`src/design/char_escape_codec_unit_assert.svh`:
```
// ----------------------------------------------------------------------------
// char_escape_codec_unit_assert.svh
// assertion macros for the escape codec, sampled on clk, off during reset
// ----------------------------------------------------------------------------
`ifndef CHAR_ESCAPE_CODEC_UNIT_ASSERT_SVH
`define CHAR_ESCAPE_CODEC_UNIT_ASSERT_SVH

// same-cycle implication
`define CEC_ASSERT_NOW(lbl, ante, cons) \
	lbl: assert property (@(posedge clk) disable iff (!arst_n) (ante) |-> (cons)) \
		else $error("cec assertion failed");

// next-cycle implication
`define CEC_ASSERT_NEXT(lbl, ante, cons) \
	lbl: assert property (@(posedge clk) disable iff (!arst_n) (ante) |=> (cons)) \
		else $error("cec assertion failed");

`endif

```
`src/design/cec_pkg.sv`:
```
// ----------------------------------------------------------------------------
// cec_pkg
// types and constants of the identifier escape codec
// ----------------------------------------------------------------------------
package cec_pkg;

	localparam int TABLE_ENTRIES = 32;
	localparam int TABLE_BYTES   = 32;
	localparam int TABLE_LIMIT   = (TABLE_ENTRIES < TABLE_BYTES) ? TABLE_ENTRIES : TABLE_BYTES;
	localparam int TBL_IDX_W     = $clog2(TABLE_BYTES);
	localparam int CNT_W         = 6;
	localparam int CFG_IDX_W     = 3;
	localparam int CFG_DATA_W    = 64;
	localparam int BYTES_PER_REG = CFG_DATA_W / 8;

	localparam logic [CNT_W-1:0] EFF_LIMIT = CNT_W'(TABLE_LIMIT);

	localparam logic [CFG_IDX_W-1:0] REG_ESCAPE_CHAR   = 3'd0;
	localparam logic [CFG_IDX_W-1:0] REG_SPECIAL_COUNT = 3'd1;
	localparam logic [CFG_IDX_W-1:0] REG_SPECIAL_0     = 3'd2;
	localparam logic [CFG_IDX_W-1:0] REG_SPECIAL_1     = 3'd3;
	localparam logic [CFG_IDX_W-1:0] REG_SPECIAL_2     = 3'd4;
	localparam logic [CFG_IDX_W-1:0] REG_SPECIAL_3     = 3'd5;

	localparam logic CMD_ENCODE = 1'b0;
	localparam logic CMD_DECODE = 1'b1;

	localparam logic [7:0] ESCAPE_RESET  = 8'h5f;
	localparam logic [7:0] ASCII_ZERO    = 8'h30;
	localparam logic [7:0] ASCII_NINE    = 8'h39;
	localparam logic [7:0] ASCII_LOWER_A = 8'h61;
	localparam logic [7:0] ASCII_LOWER_Z = 8'h7a;
	localparam logic [7:0] DIGIT_MAX     = 8'd9;
	localparam logic [7:0] LETTER_BASE   = 8'd10;

	typedef struct packed {
		logic       command;
		logic [7:0] char_in;
		logic       name_last;
	} in_t;

	typedef struct packed {
		logic [7:0] char_out;
		logic       run_last;
		logic       name_end;
		logic       bad_escape;
	} out_t;

endpackage

```
`src/design/char_escape_codec_unit.sv`:
```
// ----------------------------------------------------------------------------
// char_escape_codec_unit
// escape encoder/decoder for identifier bytes with a configurable special table
// ----------------------------------------------------------------------------
// item_s1 holds the accepted item; its results are registered in out_q
// throughput: one item per cycle when it yields one result and out_q is free;
//   one yielding two is held until both pass the single-byte output register
// reset: arst_n clears handshake state, escape-pending flag and config
//   registers (escape byte 0x5f, count and table zero)
module char_escape_codec_unit (
	input  logic                          clk,
	input  logic                          arst_n,
	input  logic                          in_valid,
	output logic                          in_ready,
	input  cec_pkg::in_t                  in_data,
	output logic                          out_valid,
	input  logic                          out_ready,
	output cec_pkg::out_t                 out_data,
	input  logic                          cfg_wr_en,
	input  logic [cec_pkg::CFG_IDX_W-1:0] cfg_index,
	input  logic [cec_pkg::CFG_DATA_W-1:0] cfg_data
);

	logic [7:0]                           esc_q;
	logic [cec_pkg::CNT_W-1:0]            count_q;
	logic [cec_pkg::TABLE_BYTES-1:0][7:0] tbl_q;

	logic          valid_s1;
	cec_pkg::in_t  item_s1;
	logic          phase_q;
	logic          pend_q;
	logic          out_valid_q;
	cec_pkg::out_t out_q;

	logic [cec_pkg::CNT_W-1:0]     eff_n;
	logic                          hit;
	logic [cec_pkg::TBL_IDX_W-1:0] hit_idx;
	logic [7:0]                    digit;
	logic                          dec_num;
	logic [cec_pkg::CNT_W-1:0]     dec_idx;
	logic                          dec_ok;
	logic [1:0]                    nres;
	cec_pkg::out_t                 res0;
	cec_pkg::out_t                 res1;
	logic                          pend_next;
	logic                          out_load;
	logic                          s1_consume;
	logic                          in_xfer;

	// configuration registers
	always_ff @(posedge clk or negedge arst_n) begin
		if (!arst_n) begin
			esc_q   <= cec_pkg::ESCAPE_RESET;
			count_q <= '0;
			tbl_q   <= '0;
		end else if (cfg_wr_en) begin
			case (cfg_index)
				cec_pkg::REG_ESCAPE_CHAR: begin
					esc_q <= cfg_data[7:0];
				end
				cec_pkg::REG_SPECIAL_COUNT: begin
					count_q <= cfg_data[cec_pkg::CNT_W-1:0];
				end
				cec_pkg::REG_SPECIAL_0: begin
					for (int b = 0; b < cec_pkg::BYTES_PER_REG; b++)
						tbl_q[b] <= cfg_data[b*8 +: 8];
				end
				cec_pkg::REG_SPECIAL_1: begin
					for (int b = 0; b < cec_pkg::BYTES_PER_REG; b++)
						tbl_q[cec_pkg::BYTES_PER_REG + b] <= cfg_data[b*8 +: 8];
				end
				cec_pkg::REG_SPECIAL_2: begin
					for (int b = 0; b < cec_pkg::BYTES_PER_REG; b++)
						tbl_q[2*cec_pkg::BYTES_PER_REG + b] <= cfg_data[b*8 +: 8];
				end
				cec_pkg::REG_SPECIAL_3: begin
					for (int b = 0; b < cec_pkg::BYTES_PER_REG; b++)
						tbl_q[3*cec_pkg::BYTES_PER_REG + b] <= cfg_data[b*8 +: 8];
				end
				default: begin
				end
			endcase
		end
	end

	// result generation for the held item
	always_comb begin
		eff_n = (count_q > cec_pkg::EFF_LIMIT) ? cec_pkg::EFF_LIMIT : count_q;

		// lowest matching index wins
		hit     = 1'b0;
		hit_idx = '0;
		for (int k = cec_pkg::TABLE_LIMIT - 1; k >= 0; k--) begin
			if (tbl_q[k] == item_s1.char_in && cec_pkg::CNT_W'(k) < eff_n) begin
				hit     = 1'b1;
				hit_idx = cec_pkg::TBL_IDX_W'(k);
			end
		end
		if (8'(hit_idx) <= cec_pkg::DIGIT_MAX)
			digit = cec_pkg::ASCII_ZERO + 8'(hit_idx);
		else
			digit = cec_pkg::ASCII_LOWER_A + 8'(hit_idx) - cec_pkg::LETTER_BASE;

		dec_num = 1'b0;
		dec_idx = '0;
		if (item_s1.char_in >= cec_pkg::ASCII_ZERO && item_s1.char_in <= cec_pkg::ASCII_NINE) begin
			dec_num = 1'b1;
			dec_idx = cec_pkg::CNT_W'(item_s1.char_in - cec_pkg::ASCII_ZERO);
		end else if (item_s1.char_in >= cec_pkg::ASCII_LOWER_A
				&& item_s1.char_in <= cec_pkg::ASCII_LOWER_Z) begin
			dec_num = 1'b1;
			dec_idx = cec_pkg::CNT_W'(item_s1.char_in - cec_pkg::ASCII_LOWER_A
				+ cec_pkg::LETTER_BASE);
		end
		dec_ok = dec_num && (dec_idx < eff_n);

		nres      = 2'd1;
		pend_next = 1'b0;
		res0      = '{char_out: item_s1.char_in, run_last: 1'b1,
			name_end: item_s1.name_last, bad_escape: 1'b0};
		res1      = res0;

		if (item_s1.command == cec_pkg::CMD_ENCODE) begin
			if (item_s1.char_in == esc_q || hit) begin
				nres = 2'd2;
				res0 = '{char_out: esc_q, run_last: 1'b0, name_end: 1'b0, bad_escape: 1'b0};
				res1 = '{char_out: (item_s1.char_in == esc_q) ? esc_q : digit,
					run_last: 1'b1, name_end: item_s1.name_last, bad_escape: 1'b0};
			end
		end else if (!pend_q) begin
			if (item_s1.char_in == esc_q) begin
				if (item_s1.name_last) begin
					res0 = '{char_out: 8'd0, run_last: 1'b1, name_end: 1'b1, bad_escape: 1'b1};
				end else begin
					nres      = 2'd0;
					pend_next = 1'b1;
				end
			end
		end else if (item_s1.char_in == esc_q) begin
			res0.char_out = esc_q;
		end else if (dec_ok) begin
			res0.char_out = tbl_q[dec_idx[cec_pkg::TBL_IDX_W-1:0]];
		end else begin
			res0.char_out   = 8'd0;
			res0.bad_escape = 1'b1;
		end
	end

	assign out_load   = !out_valid_q || out_ready;
	assign s1_consume = valid_s1 && (nres == 2'd0
		|| (out_load && (nres == 2'd1 || phase_q)));
	assign in_ready   = !valid_s1 || s1_consume;
	assign in_xfer    = in_valid && in_ready;

	always_ff @(posedge clk or negedge arst_n) begin
		if (!arst_n) begin
			valid_s1    <= 1'b0;
			phase_q     <= 1'b0;
			pend_q      <= 1'b0;
			out_valid_q <= 1'b0;
		end else begin
			if (in_xfer)
				valid_s1 <= 1'b1;
			else if (s1_consume)
				valid_s1 <= 1'b0;
			if (s1_consume)
				phase_q <= 1'b0;
			else if (valid_s1 && out_load && nres == 2'd2)
				phase_q <= 1'b1;
			if (s1_consume)
				pend_q <= pend_next;
			if (out_load)
				out_valid_q <= valid_s1 && nres != 2'd0;
		end
	end

	always_ff @(posedge clk) begin
		if (in_xfer)
			item_s1 <= in_data;
		if (out_load)
			out_q <= phase_q ? res1 : res0;
	end

	assign out_valid = out_valid_q;
	assign out_data  = out_q;

	`include "char_escape_codec_unit_assert.svh"

	`CEC_ASSERT_NOW(a_phase_needs_item, phase_q, valid_s1)
	`CEC_ASSERT_NOW(a_bad_is_zero_last, out_valid_q && out_q.bad_escape,
		out_q.char_out == 8'd0 && out_q.run_last)
	`CEC_ASSERT_NOW(a_first_not_end, out_valid_q && !out_q.run_last, !out_q.name_end)
	`CEC_ASSERT_NEXT(a_pend_from_decode, s1_consume && item_s1.command == cec_pkg::CMD_ENCODE,
		!pend_q)

endmodule

```
`config.mk`:
```
export PLATFORM = sky130hd
export DESIGN_NAME = char_escape_codec_unit
export DESIGN_NICKNAME = d
export VERILOG_FILES = /design/src/design/cec_pkg.sv /design/src/design/char_escape_codec_unit.sv
export VERILOG_INCLUDE_DIRS = /design/src /design/src/design
export SDC_FILE = /design/constraint.sdc
export NUM_CORES = 1
export LEC_CHECK = 0
export CAP_MARGIN = 40
export CORE_MARGIN = 3
export CORE_UTILIZATION = 55
export CTS_CLUSTER_SIZE = 25
export DETAILED_ROUTE_END_ITERATION = 6
export DONT_BUFFER_PORTS = 1
export PLACE_DENSITY_LB_ADDON = 0.15
export SYNTH_ARGS = -nofsm -noshare
export SYNTH_HDL_FRONTEND = slang
export SYNTH_SLANG_ARGS = --single-unit
```
`constraint.sdc`:
```
create_clock -name clk -period 5.9 [get_ports clk]
set_input_delay 0.295 -clock clk [delete_from_list [all_inputs] [get_ports clk]]
set_output_delay 0.295 -clock clk [all_outputs]
set_load 0.02 [all_outputs]
```
==> flow_summary.yaml, run 1 <==
run_status:
  status: "finished, violations left"
  failed_checks: "DRC, hold timing"
flow_run:
  drv_cap: 0
min_path:
  hold_path.class: "in2async"
timing:
  layout_setup_ws_ps: 522
  max-slew-margin-rel: 0.299
  period_needed_ps: 5380
  setup_violations: 0
  timing.fmax_mhz: 186
  hold_viol: 274
  fin_skew_ps: 12.1
  period_share: 0.912
  rsz0062_at_grt: "false"
  drv_slew: 0
  tns_ps: 0
  worst_pin_slew_ps: 1040
  hold_slack_ps: -601
placed_design:
  pre_cts_ws_ps: 799
  dp_hpwl_um: 51000
  gp_congestion: 1.01
  port_buffers: 0
clocking:
  clock-sinks: 295
  cts_tree: "built"
  h-tree-depth: 1
  ctsResizeCount: 0
  cts_setup_buffers: 0
  clock_latency_ps: 590
  ctsHoldBuffers: 76
  clockBufferDepth: 3
  clkTransAtPathRegs_ps: 60
  root_buffer: "clkbuf_16"
  cts_buffers: 31
finish:
  drive_gt1_frac: 0.214
  area_growth_pct: 11.1
  fin_nets: 1942
critical_path:
  reg2reg_slack_ps: 520
  end_kind: "flip-flop"
  cp.required_ps: 6340
  crit_arrival_ps: 5820
  critPathLaunchType: "flip-flop"
  critPathKind: "reg2reg"
  crit_fanout: 12
grt:
  grt_pass1_vias: 15200
  grt_pass1_wl_um: 103000
  track_usage: 0.384
  overflow: 0
  grt_start_max_net_pins: 275
  antenna_found_initial: 2
synth:
  synth_mux_area_frac: 0.183
  yosysUniqueCellTypes: 87
  synth_compound_area_frac: 0.113
  synth-seq-cells: 295
  synth_fa_ha_area_frac: 0.00733
  synth.avg_cell_area_um2: 10.3
  synth_nets: 1918
  synth_top_family_by_area: "multiplexers"
  synth_xor_area_frac: 0.125
  seq_area_frac_synth: 0.399
  synth-simple-area-share: 0.130
  synthArstFlopShare: 0.929
  synth-edff-count: 21
  syn_inst: 1825
  ys.flop_type: "dfrtp_1"
  synth_area_mm2: 0.0188
  ys_warn_count: 0
routing:
  first_iter_violations: 2178
  routedWlPerCell_um: 30.3
  first_pass_iters: 7
  routed_wl_um: 70300
  drc_errors: 1
  num_vias: 15600
  ant_nets: 0
  drt-vias-per-instance: 6.70
floorplanning:
  die_w_um: 191
  core_mm2: 0.0336
  fp.dieH_um: 191
  die-area_mm2: 0.0364
  num_io_pins: 95
  rows: 67
  start_util: 0.558
power_and_ir_drop:
  p_per_area_mw_per_mm2: 348
  ir_drop_mv: 0.297
  leakage_nw: 8.45
worst paths after layout:
kind,start,end,depth (start not counted)
worst max-delay path,item_s1[1]$_DFFE_PP_,out_data[7]$_DFFE_PN_,16
worst min-delay path,arst_n,out_valid$_DFFE_PN0N_,0
worst max register to register,item_s1[1]$_DFFE_PP_,out_data[7]$_DFFE_PN_,16
worst min register to register,esc_q[1]$_DFFE_PN1P_,esc_q[1]$_DFFE_PN1P_,2
max in group asynchronous,arst_n,tbl_q[46]$_DFFE_PN0P_,0
min in group clk,cfg_index[0],esc_q[0]$_DFFE_PN1P_,4
synth_stat cells (all sizes together) (28+ instances only):
cell | number | area share
nor2 | 48 | 0.0099
dfrtp | 268 | 0.36
a31oi | 31 | 0.010
nor4 | 42 | 0.015
xnor2 | 132 | 0.062
nand3 | 68 | 0.018
mux2 | 266 | 0.16
o21ai | 76 | 0.020
nand4 | 41 | 0.014
inv | 29 | 0.0058
clkbuf | 51 | 0.010
buf | 79 | 0.027
nor3 | 28 | 0.0075
mux2i | 42 | 0.022
nand2 | 174 | 0.035
a21oi | 39 | 0.010
xor2 | 135 | 0.063
cell usage in the layout (no fill, tap or decap), types with 13 or more instances in the layout:
master,n
o211ai_1,19
buf_4,39
xnor2_1,132
nor4_1,41
inv_1,29
clkbuf_16,32
nand2_1,172
mux2i_1,42
dfrtp_1,268
dlygate4sd3_1,76
a21oi_1,39
mux2_2,266
a211oi_1,22
xor2_1,135
nand3_1,66
nor3_1,26
o21ai_0,73
nor2_1,44
nand4_1,40
a31oi_1,31
edfxtp_1,21
a311oi_1,13
registers in the layout, summed over array words and instances (netlist names):
signal and count:
tbl_q 256, out_data 11, esc_q 8, out_valid 1, count_q 6, pend_q 1, item_s1 10, valid_s1 1
phase_q 1
report_power, final:
group,switching [mW],internal (mW)
sequential,0.639,2.49
clock,0.848,1.12
combinational,1.19,0.966
total,2.68,4.58
final cells by class:
cell class,count,area (um2)
multi-input combinational,1369,10500
sequential,295,7490
inverter,31,116
clock inverter,15,124
clock buffer,41,905
fill,2767,12800
antenna,2,5.00
tap,448,561
timing repair buffer,121,1160
critical path, cell delays in order (launching register included):
cell and delay (ps):
edfxtp_1 430, inv_1 150, ha_1 230, nor4b_1 520, nor4_1 170, a211o_1 460, buf_4 260, nand2_1 310
clkinv_1 530, ha_1 380, a21o_1 160, a21oi_1 190, o211a_1 230, nand3_1 170, a2111oi_0 670, a2111oi_0 210
o21ai_1 130
logic make-up after synthesis:
family,after synthesis
simple gates,475
mux,309
compound gates,307
flops,295
xor+xnor,267
buf+inv,161
fa+ha+maj,11
layer usage:
layer | GRT usage | part of all wire
met5 | 0 | 0.00031
met4 | 0.133 | 0.043
met3 | 0.0792 | 0.094
met2 | 0.586 | 0.44
met1 | 0.548 | 0.43
through the flow:
| stage | utilization | area [um2] | std cells | total power [mW] |
|---|---|---|---|---|
| after floorplan | - | 18800 | 1825 | 4.41 |
| after global placement | 0.565 | 19000 | 2183 | 5.13 |
| after detailed placement | 0.567 | 19100 | 2188 | 5.16 |
| after CTS | 0.620 | 20900 | 2320 | 7.20 |
| after global routing | 0.620 | 20900 | 2320 | 7.54 |
| final | 0.621 | 20900 | 2322 | 7.26 |
Power figures use the tool's default switching activity.
==> run 2: changes to the inputs <==
- ABC_AREA: unset -> 1
==> run 2 against run 1 <==
Against the previous run:
- the flow still finishes with violations (DRC, hold timing)
- critical endpoint is now out_data[6]$_DFFE_PN_
- fmax up 10%
- wire length rose by 2.7%
- die area fell by 4.2%
- register-to-register slack better by 510 ps
- synthesized cell count up 30%
- global-route usage increased by 1.9 points
- via count up 14%
- cell area decreased by 4.8%
- worst hold slack better by 15 ps
- critical path type unchanged
- clock skew up 24 ps
- clock-buffer cell count increased by 3
- total power down 8.3%
==> flow_summary.yaml, run 2 <==
run_status:
  status: "finished, violations left"
  failed_checks: "DRC, hold timing"
clocking:
  cts_setup_buffers: 0
  h-tree-depth: 1
  clkTransAtPathRegs_ps: 70
  ctsHoldBuffers: 64
  ctsResizeCount: 0
  clock-sinks: 295
  cts_tree: "built"
  clockBufferDepth: 3
  cts_buffers: 29
  root_buffer: "clkbuf_16"
  clock_latency_ps: 600
grt:
  grt.met2_usage: 0.613
  grt_pass1_vias: 16400
  grt_pass1_wl_um: 107000
  track_usage: 0.404
  antenna_found_initial: 1
  grt_util_met1: 0.557
  grt-busiest-layer: "met2"
  grt_start_max_net_pins: 275
  met3_usage: 0.0787
  overflow: 0
power_and_ir_drop:
  switching_share: 0.371
  p_per_area_mw_per_mm2: 335
  leakage_nw: 9.24
  p_clk_frac: 0.298
  ir_drop_mv: 0.296
  intPower_mw: 4.19
  p_comb_frac: 0.251
  p_seq_frac: 0.451
  p_sw_mw: 2.47
critical_path:
  crit_arrival_ps: 5200
  reg2reg_slack_ps: 1030
  end_kind: "flip-flop"
  cp.required_ps: 6230
  r2r_end: "out_data[6]$_DFFE_PN_"
  worstReg2RegStart: "item_s1[4]$_DFFE_PP_"
  critPathKind: "reg2reg"
  r2r_cells: 19
  critPathLaunchType: "flip-flop"
  crit_fanout: 54
placed_design:
  gp_congestion: 1.03
  dp_hpwl_um: 52300
  dp.cells: 2687
  port_buffers: 0
finish:
  largest-register: "tbl_q"
  regArea_mm2: 0.00749
  num_antenna_cells: 0
  area_growth_pct: 10.5
  multi_input_area_mm2: 0.00905
  fin_cells: 2804
  nFillCells: 2836
  largest_reg_flops: 256
  mostFrequentLayoutCells: "nand2_1, o21ai_0, dfrtp_1"
  drive_gt1_frac: 0.0633
  layout_commonest_cell: "nand2_1"
  fin_nets: 2440
routing:
  routedWlPerCell_um: 25.8
  drt-vias-per-instance: 6.35
  routed_wl_um: 72300
  first_pass_iters: 7
  ant_nets: 0
  first_iter_violations: 2521
  drc_errors: 3
  num_vias: 17800
flow_run:
  drv_cap: 0
synth:
  synth-edff-count: 21
  synth-seq-cells: 295
  ys_warn_count: 0
  synth.avg_cell_area_um2: 7.60
  synth_top_area_cell: "dfrtp_1"
  synth_common_cells: "nand2_1, o21ai_0, dfrtp_1"
  synthArstFlopShare: 0.929
  synth.most_common_cell: "nand2_1"
  syn_inst: 2364
  synth_nets: 2457
  ys.flop_type: "dfrtp_1"
  netlist_top_cells_area: "dfrtp_1, nand2_1, o21ai_0"
  yosysTopAreaCellShare: 0.373
  synth_area_mm2: 0.0180
  yosysUniqueCellTypes: 55
  seq_area_frac_synth: 0.417
timing:
  fin_skew_ps: 36.5
  hold_slack_ps: -586
  period_needed_ps: 4870
  worst_pin_slew_ps: 951
  period_share: 0.825
  tns_ps: 0
  hold_viol: 274
  max-slew-margin-rel: 0.366
  drv_slew: 0
  timing.fmax_mhz: 205
  setup_violations: 0
  rsz0062_at_grt: "false"
floorplanning:
  core_mm2: 0.0319
  die-area_mm2: 0.0349
  fp.dieH_um: 187
  num_io_pins: 95
  rows: 65
  die_w_um: 187
  start_util: 0.563
min_path:
  hold_path.class: "in2async"
[run 2: cell types whose count changed in the layout (fill, tap and decap cells not counted), sizes merged, moves of 42 or more]
| cell | before | now |
|---|---|---|
| a21oi | 39 | 120 |
| inv | 33 | 198 |
| mux2 | 266 | 0 |
| mux2i | 42 | 0 |
| nand2 | 174 | 651 |
| nor2 | 48 | 100 |
| o21ai | 76 | 347 |
| xnor2 | 132 | 46 |
[run 2: worst max path at each step]
stage	from	end	slack, ps	depth (start not counted)
finish	item_s1[4]$_DFFE_PP_	out_data[6]$_DFFE_PN_	1030	19
global route	count_q[5]$_DFFE_PN0P_	in_ready	830	18
CTS	count_q[5]$_DFFE_PN0P_	in_ready	1190	18
detailed placement	item_s1[4]$_DFFE_PP_	out_data[6]$_DFFE_PN_	1370	19
global placement	item_s1[4]$_DFFE_PP_	out_data[6]$_DFFE_PN_	1420	19
floorplan	item_s1[1]$_DFFE_PP_	out_data[4]$_DFFE_PN_	1850	25
[run 2: final cells by class]
type,count,area share
clock buffer,44,0.0459
clock inverter,9,0.00574
inverter,198,0.0375
multi-input combinational,1717,0.456
sequential,295,0.378
tap,435,0.0274
timing repair buffer,106,0.0499
[run 2: cells by family (layout without fill, tap and decap cells)]
group / count (synthesis) / count (layout) / share of synthesized area
DFF: 295 / 295 / 0.417
adders and majority gates: 11 / 11 / 0.00766
xor gates and xnor gates: 192 / 192 / 0.0936
and+or+nand+nor: 919 / 919 / 0.213
AOI/OAI and AO/OA: 595 / 595 / 0.187
buffers and inverters: 352 / 357 / 0.0816
[run 2: power groups by stage]
stage	registers [mW]	clock network (mW)	logic, mW
floorplan	2.75	0	1.14
detailed placement	2.99	0	1.58
global route	3.01	2.08	1.83
CTS	2.96	1.99	1.63
global placement	2.99	0	1.56
finish	3.00	1.98	1.67
[run 2: worst max-delay path, cell delays in order (launching register included)]
cell	delay, ps
edfxtp_1	390
inv_1	490
buf_4	310
nand3_1	90
o21a_1	170
o2111ai_1	210
nand2_2	190
nand3_4	120
clkinv_2	310
buf_12	320
nand2_1	90
o21ai_0	70
o21ai_0	480
o311ai_0	240
a21oi_1	440
o221ai_1	200
o211ai_1	120
o221ai_1	160
nand2_1	90
nand2_1	60
[run 2: metrics by stage]
step / total power, mW / instance area (um2) / util / setup slack, ps
after floorplan: 3.89 / 18000 / - / 1850
after global placement: 4.55 / 18200 / 0.570 / 1420
after detailed placement: 4.57 / 18200 / 0.570 / 1370
after CTS: 6.57 / 19900 / 0.623 / 1190
after global routing: 6.91 / 19900 / 0.623 / 829
final: 6.66 / 19900 / 0.623 / 1030
[run 2: routing by layer]
| metal | share of wire | wire [um] |
|---|---|---|
| met5 | 0.00022 | 16 |
| met4 | 0.064 | 4660 |
| met3 | 0.10 | 7530 |
| met2 | 0.43 | 31300 |
| met1 | 0.40 | 28700 |
==> run 3: changes to the inputs <==
- clock period: 5.9 -> 5 ns (I/O delays scaled with it)
==> run 3 against run 2 <==
Against the previous run:
- sequential cell count stayed put
- worst setup slack worse by 720 ps
- the run ends with hold timing left
- cell count increased by 1.2%
==> flow_summary.yaml, run 3 (synthesis results as in run 2) <==
floorplanning:
  start_util: 0.563
  core_mm2: 0.0319
  die-area_mm2: 0.0349
  num_io_pins: 95
  fp.dieH_um: 187
  rows: 65
  die_w_um: 187
min_path:
  hold_path.class: "in2async"
clocking:
  h-tree-depth: 1
  clock-sinks: 295
  cts_buffers: 31
  ctsHoldBuffers: 72
  cts_tree: "built"
  root_buffer: "clkbuf_16"
  clkTransAtPathRegs_ps: 60
  clockBufferDepth: 3
  clock_latency_ps: 600
timing:
  setup_violations: 0
  hold_viol: 274
  period_needed_ps: 4690
  tns_ps: 0
  hold_slack_ps: -657
  period_share: 0.939
  fin_skew_ps: 11.5
  rsz0062_at_grt: "false"
  worst_pin_slew_ps: 948
  timing.fmax_mhz: 213
  drv_slew: 0
  max-slew-margin-rel: 0.362
finish:
  fin_cells: 2838
  num_antenna_cells: 0
  largest_reg_flops: 256
  fin_util: 0.635
  finalInstanceArea_mm2: 0.0202
  nFillCells: 2833
  fin_nets: 2472
  regArea_mm2: 0.00749
  area_growth_pct: 12.7
  layout_commonest_cell: "nand2_1"
  mostFrequentLayoutCells: "nand2_1, o21ai_0, dfrtp_1"
  drive_gt1_frac: 0.0703
  largest-register: "tbl_q"
  multi_input_area_mm2: 0.00905
grt:
  antenna_found_initial: 1
  track_usage: 0.404
  grt_pass1_vias: 16800
  grt_start_max_net_pins: 275
  overflow: 0
  grt_pass1_wl_um: 107000
critical_path:
  critPathLaunchType: "flip-flop"
  cp.required_ps: 4750
  critPathLaunch: "item_s1[3]$_DFFE_PP_"
  critPathKind: "reg2out"
  worstReg2RegStart: "item_s1[1]$_DFFE_PP_"
  end_kind: "output port"
  crit_arrival_ps: 4440
  crit_fanout: 19
routing:
  first_pass_iters: 6
  drc_errors: 0
  routed_wl_um: 71700
  first_iter_violations: 2523
  num_vias: 17700
  ant_nets: 0
  drt-vias-per-instance: 6.25
  routedWlPerCell_um: 25.3
placed_design:
  port_buffers: 0
  dp_hpwl_um: 51800
  dp.cells: 2701
  place_area_mm2: 0.0184
  gp_congestion: 1.02
run_status:
  failed_checks: "hold timing"
  status: "finished, violations left"
power_and_ir_drop:
  ir_drop_mv: 0.399
  leakage_nw: 9.43
  p_per_area_mw_per_mm2: 396
flow_run:
  drv_cap: 0
run 3: cell types whose count changed in the layout (fill, tap and decap cells not counted), sizes merged:
cell / previous run / this run
clkinvlp: 1 / 2
dlygate4sd3: 64 / 72
clkbuf: 44 / 47
buf: 42 / 64
clkinv: 6 / 4
bufinv: 2 / 4
run 3: worst paths after layout:
kind | to | slack, ps | cells after the start
min in group clk | tbl_q[130]$_DFFE_PN0P_ | 10 | 2
setup / recovery | in_ready | 310 | 19
max in group asynchronous | tbl_q[188]$_DFFE_PN0P_ | 5140 | 0
hold / removal | tbl_q[9]$_DFFE_PN0P_ | -660 | 0
setup reg to reg | out_data[9]$_DFFE_PN_ | 370 | 18
hold reg to reg | tbl_q[147]$_DFFE_PN0P_ | 510 | 2
run 3: final cells by class:
class                   count  area share
flip-flops and latches    295       0.370
inverters                 198      0.0368
clock inverters            10     0.00890
multi-input cells        1717       0.447
repair buffers            136      0.0644
clock buffers              47      0.0458
well taps                 435      0.0269
run 3: repair_timing:
action | 4_1_cts | 5_1_grt
resized for setup | 0 | 1
endpoints found under the hold margin | 531 | 274
endpoints found under the setup margin | 0 | 2
buffers inserted | 0 | 8
run 3: through the flow:
stage | power, mW | setup slack (ps)
global route | 8.35 | 3.86
detailed placement | 5.41 | 472
global placement | 5.37 | 529
CTS | 7.95 | 321
finish | 8.03 | 307
floorplan | 4.58 | 946
run 3: critical path, cell delays in order (launching register included):
cell and delay [ps]:
edfxtp_1 510, buf_4 310, xor2_1 200, nor4_1 820
nand3_1 430, nand2_1 170, inv_1 80, nand2_1 70
nor4_2 70, inv_1 80, nor4_1 40, nand2_1 150
inv_2 50, nor2_2 100, inv_2 120, nor2_1 170
inv_2 60, o21a_1 100, inv_1 120, nand2_1 190
run 3: power by group:
group | total (mW) | switching (mW) | internal (mW)
clock | 2.50 | 1.00 | 1.49
sequential | 3.51 | 0.640 | 2.87
combinational | 2.02 | 1.28 | 0.749
total | 8.03 | 2.92 | 5.11
run 3: routing by layer:
layer | GRT usage | wire (um) | vias up
met2 | 0.614 | 31000 | 1168
li1 | - | - | 7883
met3 | 0.0791 | 7640 | 244
met5 | 0 | 0 | -
met1 | 0.550 | 28000 | 8433
met4 | 0.215 | 5020 | 0
